### src/rtl/radix_page_table_walker_macros.svh
// Assertion macros shared by the page table walker RTL.
// No dependencies; include with the bare file name.
`ifndef RADIX_PAGE_TABLE_WALKER_MACROS_SVH
`define RADIX_PAGE_TABLE_WALKER_MACROS_SVH

`ifndef SYNTHESIS
// Check that a condition holds at every clock edge outside reset.
`define RPTW_ASSERT(label, clk, rst_n, cond, msg) \
  label: assert property (@(posedge clk) disable iff (!rst_n) (cond)) else $error(msg);
// Check that the antecedent implies the consequent in the same cycle.
`define RPTW_ASSERT_IMPLY(label, clk, rst_n, ante, cons, msg) \
  label: assert property (@(posedge clk) disable iff (!rst_n) (ante) |-> (cons)) else $error(msg);
// Check that the antecedent implies the consequent in the next cycle.
`define RPTW_ASSERT_NEXT(label, clk, rst_n, ante, cons, msg) \
  label: assert property (@(posedge clk) disable iff (!rst_n) (ante) |=> (cons)) else $error(msg);
`else
`define RPTW_ASSERT(label, clk, rst_n, cond, msg)
`define RPTW_ASSERT_IMPLY(label, clk, rst_n, ante, cons, msg)
`define RPTW_ASSERT_NEXT(label, clk, rst_n, ante, cons, msg)
`endif

`endif

### src/rtl/rptw_pkg.sv
// Package for the radix page table walker: sizes, codes and transaction types.
// No dependencies.
package rptw_pkg;

  localparam int NUM_FRAMES        = 64;
  localparam int LEVELS            = 5;
  localparam int ENTRIES_PER_TABLE = 1024;

  localparam int IDX_BITS = 10;
  localparam int VPN_W    = LEVELS * IDX_BITS;
  localparam int PPN_W    = 51;
  localparam int ENTRY_W  = PPN_W + 1;
  localparam int FRAME_W  = $clog2(NUM_FRAMES);
  localparam int ENT_W    = $clog2(ENTRIES_PER_TABLE);
  localparam int ADDR_W   = FRAME_W + ENT_W;
  localparam int LVL_W    = (LEVELS > 1) ? $clog2(LEVELS) : 1;
  localparam int NFF_W    = FRAME_W + 1;
  localparam int REQ_W    = 2;
  localparam int STAT_W   = 2;

  localparam logic [REQ_W-1:0] REQ_QUERY = 2'd0;
  localparam logic [REQ_W-1:0] REQ_MAP   = 2'd1;
  localparam logic [REQ_W-1:0] REQ_UNMAP = 2'd2;

  localparam logic [STAT_W-1:0] ST_OK      = 2'd0;
  localparam logic [STAT_W-1:0] ST_NOMAP   = 2'd1;
  localparam logic [STAT_W-1:0] ST_NOFRAME = 2'd2;

  typedef struct packed {
    logic [REQ_W-1:0] req_type;
    logic [VPN_W-1:0] vpn;
    logic [PPN_W-1:0] ppn;
  } req_t;

  typedef struct packed {
    logic [STAT_W-1:0] status;
    logic [PPN_W-1:0]  ppn_out;
  } rsp_t;

  typedef struct packed {
    logic                we;
    logic [ADDR_W-1:0]   addr;
    logic [ENTRY_W-1:0]  data;
  } mem_wr_t;

  typedef struct packed {
    logic               ok;
    logic [FRAME_W-1:0] frame;
  } alloc_rsp_t;

endpackage

### src/rtl/rptw_alloc.sv
// In-order frame allocator that passes over the current root frame.
// Depends on rptw_pkg and radix_page_table_walker_macros.svh.
`include "radix_page_table_walker_macros.svh"

module rptw_alloc (
  input  logic                         clk,
  input  logic                         rst_n,
  input  logic [rptw_pkg::FRAME_W-1:0] root,
  input  logic                         take,
  output rptw_pkg::alloc_rsp_t         rsp
);
  import rptw_pkg::*;

  logic [NFF_W-1:0] nff_r;
  logic [NFF_W-1:0] nff_nxt;
  logic [NFF_W-1:0] cand;
  logic             skip;

  // Skip the root frame, then see whether a frame is left.
  assign skip      = (nff_r == {1'b0, root});
  assign cand      = nff_r + NFF_W'(skip);
  assign rsp.ok    = (cand < NFF_W'(NUM_FRAMES));
  assign rsp.frame = cand[FRAME_W-1:0];

  // The skip sticks even when the allocation fails.
  assign nff_nxt = rsp.ok ? cand + NFF_W'(1) : cand;

  always_ff @(posedge clk) begin
    if (!rst_n) begin
      nff_r <= '0;
    end else if (take) begin
      nff_r <= nff_nxt;
    end
  end

  `RPTW_ASSERT(a_nff_range, clk, rst_n, nff_r <= NFF_W'(NUM_FRAMES), "free pointer out of range")
  `RPTW_ASSERT_IMPLY(a_not_root, clk, rst_n, take && rsp.ok, rsp.frame != root, "root frame handed out")
  `RPTW_ASSERT_NEXT(a_advance, clk, rst_n, take && rsp.ok, nff_r > $past(nff_r), "allocator did not advance")

endmodule

### config.mk
export PLATFORM = sky130hd
export DESIGN_NAME = rptw_alloc
export DESIGN_NICKNAME = d
export VERILOG_FILES = /design/src/rtl/rptw_pkg.sv /design/src/rtl/rptw_alloc.sv
export VERILOG_INCLUDE_DIRS = /design/src /design/src/rtl
export SDC_FILE = /design/constraint.sdc
export NUM_CORES = 1
export LEC_CHECK = 0
export BUFFER_PORTS_ARGS = -buffer_cell sky130_fd_sc_hd__buf_4
export CAP_MARGIN = 10
export CELL_PAD_IN_SITES_DETAIL_PLACEMENT = 1
export CELL_PAD_IN_SITES_GLOBAL_PLACEMENT = 1
export CORE_MARGIN = 2
export CORE_UTILIZATION = 38
export DETAILED_ROUTE_END_ITERATION = 7
export PLACE_DENSITY = 0.75
export SYNTH_ARGS = -nofsm -noshare
export SYNTH_HDL_FRONTEND = slang
export SYNTH_SLANG_ARGS = --single-unit
### constraint.sdc
create_clock -name clk -period 3 [get_ports clk]
set_input_delay 0.45 -clock clk [delete_from_list [all_inputs] [get_ports clk]]
set_output_delay 0.45 -clock clk [all_outputs]
set_load 0.1 [all_outputs]
==> Word level (Yosys, flattened, before mapping) <==
Index checks and enable logic that the tools add are counted.
{ "op_classes": {"mux": 1, "add_sub_neg": 2, "eq_ne": 1, "order_cmp": 1} }
{ "op_table": {"columns": ["op", "n"], "rows": [
  ["7-bit by 1-bit adder with 7-bit output", 1],
  ["7-bit by 1-bit adder with 7-bit output, second input constant", 1],
  ["7-bit by 6-bit equality test with 1-bit output", 1],
  ["7-bit less-than comparator, second input constant", 1],
  ["7-bit two-way mux", 1]
]} }
{ "word_totals": {"ff_bits": 7, "output_inout_bits": 7, "elab_cells": 6} }

==> Depth between registers and ports, before layout <==
{ "logic_depth": {"ltp_word": 4, "mapped_depth": 12, "ltp_nobuf": 11} }

==> Worst setup path after synthesis <==
OpenSTA, ideal clock, no wires.
{ "synth_timing": {"kind": "input -> output", "from": "input root[5] (netlist name)", "to": "output rsp[4] (netlist name)", "stages": 9, "t_required_ps": 2550, "path_buffers": 1, "setup_slack_ps": -1073, "arrival_time_ps": 3623, "cell_sequence": "xor2_1 -> or4_1 -> nor4_1 -> ha_1 -> ha_1 -> buf_2 -> and2_1 -> nand2_1 -> xnor2_1"} }
{ "synth_lines": {"columns": ["item", "line", "rtl"], "rows": [
  ["start, declared", "rptw_alloc.sv:8", "input logic [rptw_pkg::FRAME_W-1:0] root,"],
  ["end, declared", "rptw_alloc.sv:10", "output rptw_pkg::alloc_rsp_t rsp"]
]} }

==> qor.csv <==
metric,value,unit
min_period,2880,ps
start_kind,flop,
synth_top_family_by_area,simple AND/OR/NAND/NOR gates,
regArea,141,µm²
worstReg2RegEnd,nff_r[2],
crit_fanout,2,
synth.yosys.warnings,0,
grt_pass1_wl,3.48,mm
die_h,47.9,µm
grt_max_degree,16,
timing.rr.start,nff_r[3],
synth_top_flop_cell,dfxtp_1,
antenna_found_initial,0,
avgRoutedWirePerCell,15.2,µm
synth_top_area_frac,0.192,
diodes,0,
fp.dieW,47.9,µm
relSlewSlack,0.784,
largest-register,nff_r,
postLayoutCellArea,0.00113,mm²
place_inst,137,
clock.fmax,347,MHz
status,"complete, no violations",
p_leak,0.469,nW
final-setup-viol-count,0,
drive_gt1_frac,0.457,
min_to,nff_r[2],
p_per_area,255,mW/mm²
hold_path.class,input port to flop,
worstPathRequired,2550,ps
cp.arrival,2430,ps
rr_worst_depth,11,
synth_area,731,µm²
max_slew.worst_pin.slew,322,ps
grt_pass1_vias,773,
rsz0062_at_grt,no,
routed_wl,2.14,mm
clock-sinks,7,
ys_types,39,
syn-num-nets,101,
cts_setup_buffers,0,
nFillCells,211,
antenna_left,0,
slew_viol_final,0,
grt_use_total,0.228,
htreeDepth,1,
end_kind,primary output,
peakVddDrop,239,µV
avgSynthCellArea,8.30,µm²
pre_cts_slack,-64.9,ps
numCtsBuffers,3,
path_clk_slew,60,ps
synth_compound_area_frac,0.140,
multi_input_area,649,µm²
synthXorXnorAreaFrac,0.200,
r2r_slack,400,ps
cts_max_path_buffers,2,
viasPerCell,5.35,
hpwl,1.68,mm
dpl_cell_area,0.00104,mm²
holdPathStages,2,
hold_slack,485,ps
setup_tns,0,ps
synthMuxAreaShare,0.0274,
synthTopCellsByArea,"dfxtp_1 19%, xor2_1 9.6%, ha_1 6.8%",
core_area,0.00176,mm²
top_regs,nff_r: 7 flops,
ios,16,
rows,15,
num-nets-final,130,
place_congestion,0.893,
skew,2.99,ps
min-delay-start,rst_n,
largest_register_ffs,7,
synth_edf_count,0,
layout.cells.non_filler,141,
io_buffers,15,
drtIter0Drc,5,
drc,0,
die_area,0.00229,mm²
yosys.area.top_type,dfxtp_1,
syn-instance-count,88,
layout_setup_ws,116,ps
period_share,0.961,
cts_tree,yes,
vias,754,
synthArstFlopShare,0,
ys_ff_latch,7,
synth_fa_ha_area_frac,0.0685,
area_growth,54.5,%
synth_seq_area_share,0.192,
initial_core_util,0.414,
yosys.area_share.simple,0.293,
gr-total-overflow,0,
hold_viol_final,0,
clock_latency,260,ps
clockRootBuffer,clkbuf_4,
first_pass_iters,4,
path_class,flop to primary output,
maxCapViolCount,0,
[metrics by stage]
stage / total power, mW / util
2_1_floorplan: 0.170 / -
3_3_place_gp: 0.190 / 0.589
3_5_place_dp: 0.193 / 0.589
4_1_cts: 0.292 / 0.624
5_1_grt: 0.303 / 0.640
6_report: 0.288 / 0.640
[metal layers]
metal,share of wire,global-route usage,vias up
li1,-,-,370
met1,0.43,0.266,369
met2,0.53,0.408,11
met3,0.022,0.0264,4
met4,0.017,0.108,0
met5,0,0,-
[cells in the mapped netlist, drive strengths merged (3+ instances only)]
library cell	n
a21oi	4
and2	4
buf	5
dfxtp	7
ha	4
inv	4
nand2	7
nand3	5
nand3b	4
nand4	3
o21ai	4
xnor2	6
xor2	9
[layout make-up]
cell class / count / share of cell area
inverter: 4 / 0.0133
multi-input combinational: 71 / 0.575
tap: 25 / 0.0277
timing repair buffer: 30 / 0.235
sequential: 7 / 0.125
clock buffer: 4 / 0.0233
[worst max-delay path, stage by stage, from the launching register on]
cell and delay, ps:
dfxtp_2 330, xor2_1 140, or4_4 520, nor4_4 190, ha_2 240, nand2_2 70
nor3_2 160, buf_4 150, xor2_4 190, buf_12 200
[cells by family after synthesis]
family	after synthesis
AOI/OAI and AO/OA	16
xor gates and xnor gates	15
adders and majority gates	4
buffers and inverters	10
DFF	7
muxes	2
and+or+nand+nor	34
[worst max path at each step]
stage               depth (start not counted)      to  slack [ps]      from
finish                                      9  rsp[5]         120  nff_r[3]
global route                                9  rsp[6]         0.9  nff_r[4]
CTS                                         9  rsp[4]           6  nff_r[3]
detailed placement                         10  rsp[4]         -60   root[3]
global placement                           10  rsp[4]           2   root[3]
floorplan                                   9  rsp[4]        -140   root[3]
[timing repair]
item | CTS | global route
gates resized for setup | 8 | 8
pin swaps | 1 | 0
endpoints found under the setup margin | 3 | 5
hold endpoints to repair | 0 | 0
hold buffers | 0 | 0
[cell usage in the layout, fill, tap and decap left out, drive strengths merged, types with 4 or more instances in the layout]
cell type | Yosys | layout
buf | 5 | 30
xor2 | 9 | 9
dfxtp | 7 | 7
nand2 | 7 | 7
xnor2 | 6 | 6
nand3 | 5 | 5
nand3b | 4 | 4
a21oi | 4 | 4
inv | 4 | 4
and2 | 4 | 4
o21ai | 4 | 4
clkbuf | 1 | 4
ha | 4 | 4
[where the power goes]
part	total [mW]	switching [mW]	internal [mW]
Clock	0.0922	0.0410	0.0512
Sequential	0.103	0.00575	0.0968
Combinational	0.0932	0.0596	0.0335
Total	0.288	0.106	0.182
Power figures use the tool's default switching activity.
